**config.mk**
```make
export PLATFORM = sky130hd
export DESIGN_NAME = elsh_cell
export DESIGN_NICKNAME = d
export VERILOG_FILES = /design/src/rtl/elsh_pkg.sv /design/src/rtl/elsh_cell.sv
export SDC_FILE = /design/constraint.sdc
export NUM_CORES = 2
export LEC_CHECK = 0
export BUFFER_PORTS_ARGS = -buffer_cell sky130_fd_sc_hd__buf_2
export CAP_MARGIN = 0
export CORE_MARGIN = 8
export CORE_UTILIZATION = 40
export CTS_BUF_LIST = sky130_fd_sc_hd__clkbuf_4
export DETAILED_ROUTE_END_ITERATION = 6
export PLACE_DENSITY_LB_ADDON = 0.05
export SLEW_MARGIN = 20
export SYNTH_ARGS = -nofsm -noshare
export SYNTH_HDL_FRONTEND = slang
export SYNTH_SLANG_ARGS = --single-unit
```
**constraint.sdc**
```tcl
create_clock -name clk -period 6.75 [get_ports clk]
set_clock_uncertainty 0.15 [all_clocks]
set_input_delay 0.3375 -clock clk [delete_from_list [all_inputs] [get_ports clk]]
set_output_delay 0.3375 -clock clk [all_outputs]
set_load 0.05 [all_outputs]
```
**src/rtl/elsh_pkg.sv**
```systemverilog
// Shared types, sizes and constants for the Euclidean LSH hash core.
// Used by every module in rtl/; has no dependencies of its own.
package elsh_pkg;

    localparam int MAX_DIMS        = 64;
    localparam int MAX_PROJECTIONS = 16;
    localparam int DIM_W           = $clog2(MAX_DIMS);
    localparam int PROJ_W          = $clog2(MAX_PROJECTIONS);
    localparam int ACC_W           = 48;
    localparam int NUM_W           = ACC_W + 1;

    localparam logic [31:0] HASH_PRIME = 32'hFFFF_FFFB;

    typedef enum logic [1:0] {
        CMD_FEATURE    = 2'd0,
        CMD_LOAD_COEFF = 2'd1,
        CMD_LOAD_OFF   = 2'd2,
        CMD_LOAD_MUL   = 2'd3
    } cmd_t;

    typedef enum logic [1:0] {
        REG_BUCKET_WIDTH = 2'd0,
        REG_DIMS_IN_USE  = 2'd1,
        REG_PROJ_IN_USE  = 2'd2,
        REG_UNUSED       = 2'd3
    } reg_idx_t;

    typedef enum logic [1:0] {
        S_IDLE,
        S_MAC,
        S_CAPTURE,
        S_FINISH
    } top_state_t;

    typedef enum logic [3:0] {
        F_IDLE,
        F_LOAD,
        F_DIV,
        F_FIX,
        F_RB,
        F_MUL,
        F_RED1,
        F_RED2,
        F_ACC
    } fin_state_t;

    typedef struct packed {
        logic mac_en;
        logic capture;
        logic shift;
    } cell_ctrl_t;

endpackage

```
**src/rtl/elsh_cell.sv**
```systemverilog
// One projection cell: coefficient memory, dot accumulator, offset and multiplier,
// plus one stage of the result chain that drains toward cell 0. Depends on elsh_pkg.
module elsh_cell
    import elsh_pkg::*;
(
    input  logic                    clk,
    input  logic                    rst_n,
    input  cell_ctrl_t              ctrl,
    input  logic                    coeff_we,
    input  logic                    off_we,
    input  logic                    mul_we,
    input  logic [DIM_W-1:0]        waddr,
    input  logic [31:0]             wdata,
    input  logic [DIM_W-1:0]        raddr,
    input  logic signed [15:0]      feat,
    input  logic signed [NUM_W-1:0] num_in,
    input  logic [31:0]             mul_in,
    output logic signed [NUM_W-1:0] num_out,
    output logic [31:0]             mul_out
);

    logic signed [15:0]      coeff_mem [MAX_DIMS];
    logic signed [15:0]      coeff_rd_reg;
    logic signed [31:0]      off_reg;
    logic [31:0]             mul_reg;
    logic signed [ACC_W-1:0] acc_reg;
    logic signed [ACC_W-1:0] acc_next;
    logic signed [NUM_W-1:0] num_reg;
    logic [31:0]             mulc_reg;
    logic signed [31:0]      prod;

    always_ff @(posedge clk)
    begin
        if (coeff_we)
        begin
            coeff_mem[waddr] <= wdata[15:0];
        end
        coeff_rd_reg <= coeff_mem[raddr];
        if (off_we)
        begin
            off_reg <= wdata;
        end
        if (mul_we)
        begin
            mul_reg <= wdata;
        end
    end

    always_comb
    begin
        prod     = coeff_rd_reg * feat;
        acc_next = acc_reg;
        if (ctrl.capture)
        begin
            acc_next = '0;
        end
        else if (ctrl.mac_en)
        begin
            acc_next = acc_reg + ACC_W'(prod);
        end
    end

    always_ff @(posedge clk or negedge rst_n)
    begin
        if (!rst_n)
        begin
            acc_reg <= '0;
        end
        else
        begin
            acc_reg <= acc_next;
        end
    end

    // The chain loads every cell at once, then moves one projection toward cell 0 per shift.
    always_ff @(posedge clk)
    begin
        if (ctrl.capture)
        begin
            num_reg  <= NUM_W'(acc_reg) + NUM_W'(off_reg);
            mulc_reg <= mul_reg;
        end
        else if (ctrl.shift)
        begin
            num_reg  <= num_in;
            mulc_reg <= mul_in;
        end
    end

    assign num_out = num_reg;
    assign mul_out = mulc_reg;

endmodule

```
==> results_dict.tcl <==
set metrics [dict create \
    drcViolationCount 0 \
    routedWlPerCell_um 25.8 \
    path_max_fanout 16 \
    start_util 0.401 \
    syn_inst 3901 \
    worstPathArrival_ns 7.48 \
    min_period_ns 6.48 \
    ys_warn_count 0 \
    status "finished, final reports clean" \
    period_share 0.961 \
    hp-start "wdata[1]" \
    cts_root_buf "clkbuf_4" \
    seq_area_frac_synth 0.579 \
    r2r_start "coeff_rd_reg[15]" \
    port_buffers 229 \
    worst_pin_slew_ns 1.07 \
    drv_slew 0 \
    grtUsageTotal 0.213 \
    crit_path_start_kind "flip-flop" \
    fmax_mhz 154 \
    relSlewSlack 0.287 \
    die_area_mm2 0.171 \
    num_io_pins 230 \
    grt_pass1_wl_um 268000 \
    vias 36800 \
    finalSetupViolCount 0 \
    required_ns 7.74 \
    hold_violations 0 \
    grt_max_degree 94 \
    clock_latency_ns 1.21 \
    ys_seq_elements 1233 \
    grt-ovfl-total 0 \
    area_growth_pct 18.1 \
    seqCellArea_mm2 0.0366 \
    multiInputGateArea_mm2 0.0244 \
    hold_class "input port to flip-flop" \
    slowest_delay_ns 0.69 \
    netlist_area_mm2 0.0633 \
    hpwl_um 121000 \
    synth_edf_count 1169 \
    ant_nets 0 \
    numClockSinks 1233 \
    drt-total-wl_um 182000 \
    via_per_inst 5.23 \
    path_class "flip-flop to flip-flop" \
    grt_pass1_vias 40000 \
    rows 146 \
    layout.nets 5438 \
    crit_top_cell "fa_2" \
    fill_cells 14000 \
    clkTransAtPathRegs_ns 0.07 \
    cts_buffer_depth 4 \
    tns_ns 0 \
    async_flop_share 0.0389 \
    core_mm2 0.158 \
    synth_cell_type_count 77 \
    drt-initial-drc-count 2640 \
    grt_antenna_before_repair 14 \
    worst_path_max_delay_cell "fa_2" \
    critical_path_buf_inv_count 7 \
    crit_chain "buf_12 > nand2_1 > inv_1 > fa_2 > inv_2 > fa_2 > fa_2 > fa_2 > clkinvlp_4 > buf_4 > fa_1 > inv_1 > fa_1 > inv_1 > ha_1 > a21o_1 > a21oi_1 > o221a_2 > o31ai_4 > a221oi_2 > xnor2_1 > a211oi_2" \
    avgSynthCellArea_um2 16.2 \
    cp_top_family "adder cells" \
    firstDrtPassIters 7 \
    cts_tree "done" \
    drv_cap 0 \
    drive_above_1_share 0.285 \
    largest_reg_flops 1024 \
    htreeDepth 5 \
    gp_congestion 0.851 \
    cp-end-kind "flip-flop" \
    syn_nets 4592 \
    die_width_um 414 \
    rsz0062_at_grt "true" \
    numCtsBuffers 348 \
    ys.flop_type "edfxtp_1" \
    critical_path.startpoint "coeff_rd_reg[15]" \
    dieHeight_um 414 \
]
[cell usage in the layout, fill, tap and decap left out, types with 143 or more instances in the layout]
cell / instances
inv_1: 460
clkbuf_4: 502
mux4_2: 336
nand2_1: 186
ha_1: 178
buf_2: 224
fa_1: 359
edfxtp_1: 1169
nor2_1: 143
dlygate4sd3_1: 262
buf_4: 164
[area by class of cell]
cell class	instances	share of cell area
Antenna cell	6	0.000201
Timing Repair Buffer	668	0.0710
Clock buffer	502	0.0504
Sequential cell	1233	0.490
Inverter	462	0.0233
Multi-Input combinational cell	2034	0.326
Clock inverter	61	0.00385
Tap cell	2072	0.0347
[final timing paths]
path / cells after the start / end / slack [ns]
max in group asynchronous: 4 / acc_reg[7] / 5.69
max: 22 / acc_reg[47] / 0.27
min reg2reg: 1 / mul_out[3] / 0.35
min: 3 / coeff_mem[32][1] / 0.21
min in group asynchronous: 4 / acc_reg[39] / 0.26
max reg2reg: 22 / acc_reg[47] / 0.27
[metrics by stage]
stage	cells	instance area (um^2)	hold slack (ns)	setup slack [ns]	utilization
floorplan	3901	63300	-0.108	0.0224	-
global placement	6196	67800	0.346	-0.0177	0.430
detailed placement	6196	67800	0.349	-0.0428	0.430
CTS	7022	74500	0.0263	0.0562	0.472
global route	7035	74700	0.113	-0.0291	0.473
finish	7038	74700	0.210	0.266	0.473
[Yosys cell counts (all sizes together) (27+ instances only)]
library cell | count | share of area
nor2 | 175 | 0.010
nand2 | 186 | 0.011
inv | 462 | 0.027
mux4 | 336 | 0.12
buf | 54 | 0.0045
xnor2 | 60 | 0.0083
dfrtp | 48 | 0.019
and2 | 127 | 0.013
mux2 | 70 | 0.012
o21ai | 59 | 0.0048
mux2i | 27 | 0.0043
nand4 | 28 | 0.0028
nand3 | 28 | 0.0022
a21oi | 109 | 0.0087
clkbuf | 118 | 0.0070
fa | 363 | 0.11
a21o | 58 | 0.0069
edfxtp | 1169 | 0.55
ha | 179 | 0.035
[kinds of logic (layout without fill, tap and decap cells)]
| logic type | Yosys count | count (layout) | share of synthesized area |
|---|---|---|---|
| xor gates and xnor gates | 85 | 85 | 0.0118 |
| buffers and inverters | 634 | 1693 | 0.0389 |
| and+or+nand+nor | 623 | 623 | 0.0467 |
| DFF | 1233 | 1233 | 0.579 |
| adders and majority gates | 542 | 542 | 0.150 |
| other | 0 | 6 | 0 |
| muxes | 433 | 433 | 0.136 |
| AOI/OAI and AO/OA | 351 | 351 | 0.0374 |
[tightest hold or removal path, stage by stage]
cell           delay, ns
dlygate4sd3_1       0.53
buf_2               0.11
buf_4               0.31
[routing by layer]
layer	global-route usage	wire (um)
met1	0.267	74100
met2	0.383	96000
met3	0.0345	7680
met4	0.0602	3950
met5	0	13
[repair_timing]
action | in CTS | in global routing
cloned | 0 | 0
hold buffers | 263 | 0
pin swaps | 0 | 13
hold endpoints to repair | 2297 | 0
resized for setup | 1 | 27
setup endpoints to repair | 2 | 13
setup buffers | 0 | 10
Power is not shown: default switching activity piles up to over one toggle a cycle in this logic, so the estimate is an artifact.
