==> src/rtl/elsh_pkg.sv <==
// Shared types, sizes and constants for the Euclidean LSH hash core.
// Used by every module in rtl/; has no dependencies of its own.
package elsh_pkg;

    localparam int MAX_DIMS        = 64;
    localparam int MAX_PROJECTIONS = 16;
    localparam int DIM_W           = $clog2(MAX_DIMS);
    localparam int PROJ_W          = $clog2(MAX_PROJECTIONS);
    localparam int ACC_W           = 48;
    localparam int NUM_W           = ACC_W + 1;

    localparam logic [31:0] HASH_PRIME = 32'hFFFF_FFFB;

    typedef enum logic [1:0] {
        CMD_FEATURE    = 2'd0,
        CMD_LOAD_COEFF = 2'd1,
        CMD_LOAD_OFF   = 2'd2,
        CMD_LOAD_MUL   = 2'd3
    } cmd_t;

    typedef enum logic [1:0] {
        REG_BUCKET_WIDTH = 2'd0,
        REG_DIMS_IN_USE  = 2'd1,
        REG_PROJ_IN_USE  = 2'd2,
        REG_UNUSED       = 2'd3
    } reg_idx_t;

    typedef enum logic [1:0] {
        S_IDLE,
        S_MAC,
        S_CAPTURE,
        S_FINISH
    } top_state_t;

    typedef enum logic [3:0] {
        F_IDLE,
        F_LOAD,
        F_DIV,
        F_FIX,
        F_RB,
        F_MUL,
        F_RED1,
        F_RED2,
        F_ACC
    } fin_state_t;

    typedef struct packed {
        logic mac_en;
        logic capture;
        logic shift;
    } cell_ctrl_t;

endpackage

==> src/rtl/elsh_finish.sv <==
// Bucket and hash unit: serial floor division, signed reduction mod 2^32-5,
// modular multiply and sum over the projections drained from the cell chain. Depends on elsh_pkg.
module elsh_finish
    import elsh_pkg::*;
(
    input  logic                    clk,
    input  logic                    rst_n,
    input  logic                    go,
    input  logic [PROJ_W:0]         np,
    input  logic [30:0]             width,
    input  logic signed [NUM_W-1:0] num,
    input  logic [31:0]             mul,
    output logic                    shift,
    output logic                    done,
    output logic [31:0]             hash
);

    localparam int QM_W  = NUM_W + 1;
    localparam int CNT_W = $clog2(NUM_W + 1);

    fin_state_t state_reg, state_next;

    logic [CNT_W-1:0]  cnt_reg;
    logic [PROJ_W:0]   pcnt_reg;
    logic              neg_reg;
    logic [NUM_W-1:0]  q_reg;
    logic [31:0]       rem_reg;
    logic [31:0]       mul_reg;
    logic [33:0]       t_reg;
    logic [31:0]       rb_reg;
    logic [31:0]       rm_reg;
    logic [63:0]       prod_reg;
    logic [34:0]       t1_reg;
    logic [31:0]       x_reg;
    logic [31:0]       h_reg;
    logic              done_reg;

    logic [31:0]       w_eff;
    logic [31:0]       r2;
    logic              bit_q;
    logic [QM_W-1:0]   qm;
    logic [33:0]       t_calc;
    logic [31:0]       r_red;
    logic [32:0]       t2;
    logic [32:0]       hsum;

    always_comb
    begin
        w_eff  = (width == '0) ? 32'd1 : {1'b0, width};
        r2     = {rem_reg[30:0], q_reg[NUM_W-1]};
        bit_q  = (r2 >= w_eff);
        qm     = QM_W'(q_reg) + QM_W'(neg_reg && (rem_reg != '0));
        // 2^32 is 5 modulo the prime, so the high part folds in with a factor of five.
        t_calc = 34'(qm[QM_W-1:32]) * 34'd5 + 34'(qm[31:0]);
        r_red  = (t_reg >= 34'(HASH_PRIME)) ? 32'(t_reg - 34'(HASH_PRIME)) : t_reg[31:0];
        t2     = 33'(t1_reg[34:32]) * 33'd5 + 33'(t1_reg[31:0]);
        hsum   = 33'(h_reg) + 33'(x_reg);
    end

    always_comb
    begin
        state_next = state_reg;
        shift      = 1'b0;
        case (state_reg)
            F_IDLE:
            begin
                if (go)
                begin
                    state_next = F_LOAD;
                end
            end
            F_LOAD: state_next = F_DIV;
            F_DIV:
            begin
                if (cnt_reg == CNT_W'(NUM_W - 1))
                begin
                    state_next = F_FIX;
                end
            end
            F_FIX:  state_next = F_RB;
            F_RB:   state_next = F_MUL;
            F_MUL:  state_next = F_RED1;
            F_RED1: state_next = F_RED2;
            F_RED2: state_next = F_ACC;
            F_ACC:
            begin
                if (pcnt_reg + 1'b1 >= np)
                begin
                    state_next = F_IDLE;
                end
                else
                begin
                    shift      = 1'b1;
                    state_next = F_LOAD;
                end
            end
            default: state_next = F_IDLE;
        endcase
    end

    always_ff @(posedge clk or negedge rst_n)
    begin
        if (!rst_n)
        begin
            state_reg <= F_IDLE;
            done_reg  <= 1'b0;
            pcnt_reg  <= '0;
            cnt_reg   <= '0;
        end
        else
        begin
            state_reg <= state_next;
            done_reg  <= (state_reg == F_ACC) && (pcnt_reg + 1'b1 >= np);
            if (state_reg == F_IDLE)
            begin
                pcnt_reg <= '0;
            end
            else if (state_reg == F_ACC)
            begin
                pcnt_reg <= pcnt_reg + 1'b1;
            end
            if (state_reg == F_LOAD)
            begin
                cnt_reg <= '0;
            end
            else if (state_reg == F_DIV)
            begin
                cnt_reg <= cnt_reg + 1'b1;
            end
        end
    end

    always_ff @(posedge clk)
    begin
        case (state_reg)
            F_IDLE:
            begin
                h_reg <= '0;
            end
            F_LOAD:
            begin
                neg_reg <= num[NUM_W-1];
                q_reg   <= num[NUM_W-1] ? NUM_W'(-num) : NUM_W'(num);
                rem_reg <= '0;
                mul_reg <= mul;
            end
            F_DIV:
            begin
                rem_reg <= bit_q ? (r2 - w_eff) : r2;
                q_reg   <= {q_reg[NUM_W-2:0], bit_q};
            end
            F_FIX:
            begin
                t_reg <= t_calc;
            end
            F_RB:
            begin
                rb_reg <= (neg_reg && (r_red != '0)) ? (HASH_PRIME - r_red) : r_red;
                rm_reg <= mul_reg[31] ? (HASH_PRIME + mul_reg) : mul_reg;
            end
            F_MUL:
            begin
                prod_reg <= 64'(rb_reg) * 64'(rm_reg);
            end
            F_RED1:
            begin
                t1_reg <= 35'(prod_reg[63:32]) * 35'd5 + 35'(prod_reg[31:0]);
            end
            F_RED2:
            begin
                x_reg <= (t2 >= 33'(HASH_PRIME)) ? 32'(t2 - 33'(HASH_PRIME)) : t2[31:0];
            end
            F_ACC:
            begin
                h_reg <= (hsum >= 33'(HASH_PRIME)) ? 32'(hsum - 33'(HASH_PRIME)) : hsum[31:0];
            end
            default:
            begin
                h_reg <= h_reg;
            end
        endcase
    end

    assign done = done_reg;
    assign hash = h_reg;

endmodule

==> config.mk <==
export PLATFORM = sky130hd
export DESIGN_NAME = elsh_finish
export DESIGN_NICKNAME = d
export VERILOG_FILES = /design/src/rtl/elsh_pkg.sv /design/src/rtl/elsh_finish.sv
export SDC_FILE = /design/constraint.sdc
export NUM_CORES = 2
export LEC_CHECK = 0
export BUFFER_PORTS_ARGS = -buffer_cell sky130_fd_sc_hd__buf_2
export CORE_MARGIN = 8
export CORE_UTILIZATION = 48
export DETAILED_ROUTE_END_ITERATION = 16
export SLEW_MARGIN = 20
export SYNTH_ARGS = -nofsm -noshare
export SYNTH_HDL_FRONTEND = slang
export SYNTH_SLANG_ARGS = --single-unit
==> constraint.sdc <==
create_clock -name clk -period 18.1 [get_ports clk]
set_clock_uncertainty 0.2 [all_clocks]
set_input_delay 0.905 -clock clk [delete_from_list [all_inputs] [get_ports clk]]
set_output_delay 0.905 -clock clk [all_outputs]
set_load 0.02 [all_outputs]
==> impl_metrics.py <==
metrics = {
    "worst_hold_path": {
        "min-delay-start": "mul[16]",
        "worstHoldPathType": "in -> reg",
    },
    "finish": {
        "instances_no_fill": 8276,
        "finalNetCount": 8099,
        "area_growth_pct": 6.72,
        "final_cell_area_um2": 65300,
        "layout_commonest_cell": "inv_1",
        "drive_gt1_share_pct": 5.72,
        "largest_reg_flops": 64,
        "layout_common_cells": "inv_1 (1,172), fa_1 (947), nand2_1 (757), and2_1 (612), ha_1 (460)",
    },
    "critical_path": {
        "crit_buf_inv": 4,
        "cp_slowest_stage_delay_ps": 820,
        "crit_type": "reg -> reg",
        "end_kind": "flip-flop",
        "crit_start": "rm_reg[4]",
        "cpMaxStageDelayCell": "edfxtp_1",
        "critPathLaunchType": "flip-flop",
        "worstPathRequired_ps": 18270,
        "crit_family": "adder cells",
        "crit_top_cell": "fa_1",
        "critPathArrivalTime_ps": 9560,
        "critPathMaxFanout": 32,
        "reg2reg_from": "rm_reg[4]",
    },
    "detailed_routing": {
        "viasPerCell": 5.52,
        "drc_errors": 0,
        "wirelength_um": 169000,
        "wire_per_inst_um": 20.4,
        "ant_nets": 0,
        "drtPass1Iterations": 5,
        "drt_iter0_markers": 2718,
        "via_count": 45700,
    },
    "timing": {
        "hold_viol_final": 0,
        "holdWs_ps": 234,
        "setup_viol": 0,
        "grt_setup_unrepaired": "no",
        "period_minus_slack_ps": 9380,
        "slew_headroom_pct": 27.8,
        "maxSlewViolCount": 0,
        "fmax_ghz": 0.107,
        "post-route-period-util_pct": 51.8,
        "fin_setup_tns_ps": 0,
        "tightest_slew_ps": 1080,
    },
    "yosys": {
        "yosys.area.top_type_share_pct": 31.0,
        "ys.flop_type": "edfxtp_1",
        "synth_cells": 6568,
        "synth_warnings": 0,
        "synth_area_um2": 61200,
        "synthArstFlopShare_pct": 4.10,
        "ys_seq_area_share_pct": 19.0,
        "synth_edf_count": 374,
        "synth_nets": 8095,
        "ys_seq_elements": 390,
        "synth_area_leaders": "fa_1 (31%), edfxtp_1 (18%), ha_1 (9.4%)",
        "synth_top_area_cell": "fa_1",
        "synth_cell_types": 91,
        "post_synth.cell_area_avg_um2": 9.32,
    },
    "place": {
        "dp.cells": 8181,
        "place_area_um2": 63700,
        "hpwl_um": 130000,
        "io_buffers": 153,
        "gp_congestion": 0.892,
    },
    "die": {
        "start_util_pct": 48.2,
        "coreArea_um2": 127000,
        "rows": 131,
        "dieArea_um2": 139000,
        "dieWidth_um": 373,
        "die_h_um": 373,
        "boundaryPins": 154,
    },
    "global_routing": {
        "antenna_found_initial": 3,
        "grt_usage_pct": 24.1,
        "gr-total-overflow": 0,
        "grt_pass1_wl_um": 268000,
        "grt_pass1_vias": 47400,
        "grt_max_degree": 99,
    },
    "clock_network": {
        "holdBufCountCts": 1,
        "clock_latency_ps": 640,
        "cts_buffer_depth": 3,
        "path_clk_slew_ps": 60,
        "post_cts_buffers": 0,
        "cts.sinks": 390,
        "tritoncts": "built",
        "cts-resized-gates": 0,
        "cts-root-buf": "clkbuf_16",
        "cts_buffers": 50,
        "cts-htree-levels": 2,
    },
    "status": {
        "status": "finished clean",
    },
    "power": {
        "ir_drop_uv": 77.4,
        "p_per_area_nw_per_um2": 43.5,
        "p_leak_nw": 30.2,
    },
    "flow_run": {
        "maxCapViolations": 0,
    },
}
## metrics by stage
stage               worst slack, ps  utilization, %  total power, W
finish                         8720            51.4         0.00284
global route                   8080            51.4         0.00299
floorplan                      9940               -         0.00165
global placement               8830            50.1         0.00182
detailed placement             8710            50.1         0.00183
CTS                            8660            51.4         0.00288
## cell families after synthesis
family | synth area share (%)
adders and majority gates | 40.4
DFF | 19.0
AOI/OAI and AO/OA | 8.35
buffers and inverters | 8.96
muxes | 0.202
xor gates and xnor gates | 5.39
and+or+nand+nor | 17.7
## path summary, 6_finish.rpt
path / end / slack, ps / cells after the start
setup / recovery: prod_reg[61] / 8720 / 25
hold / removal: mul_reg[16] / 230 / 1
min in group asynchronous: done / 550 / 2
setup reg to reg: prod_reg[61] / 8720 / 25
max in group asynchronous: cnt_reg[1] / 16820 / 2
hold reg to reg: pcnt_reg[1] / 310 / 2
## layer usage
| metal | vias up | track usage [%] | share of wire (%) | routed length (µm) |
|---|---|---|---|---|
| li1 | 21000 | - | - | - |
| met1 | 23100 | 33.0 | 43 | 73400 |
| met2 | 1314 | 40.2 | 48 | 80500 |
| met3 | 261 | 3.46 | 6.1 | 10300 |
| met4 | 0 | 6.32 | 2.8 | 4730 |
| met5 | - | 0 | 0 | 0 |
## power breakdown
part	total, W	switching (W)	leakage (nW)	internal, W
registers	0.00116	0.0000694	3.69	0.00109
logic	0.000659	0.000373	25.7	0.000287
clock network	0.00103	0.000431	0.807	0.000598
total	0.00284	0.000873	30.2	0.00197
## layout make-up
class                   count  area [µm²]
repair buffers            233        1370
inverters                1173        4400
multi-input cells        4724       44200
clock inverters            35         397
well taps                1662        2080
diodes                      1        2.50
clock buffers              58        1280
fillers                 11800       61700
flip-flops and latches    390       11600
## cells in the mapped netlist, types with 40 or more instances
master    count
and2_1      612
and3_1       40
clkbuf_1    258
edfxtp_1    374
inv_1      1173
a21o_1       80
xor2_1      174
nand4_1      65
nor3_1       77
ha_1        460
nor2_1      239
a21oi_1     227
nand3_1     103
xnor2_1     203
fa_1        947
nand2_1     757
o21ai_0     168
(Power assumes the default switching activity.)
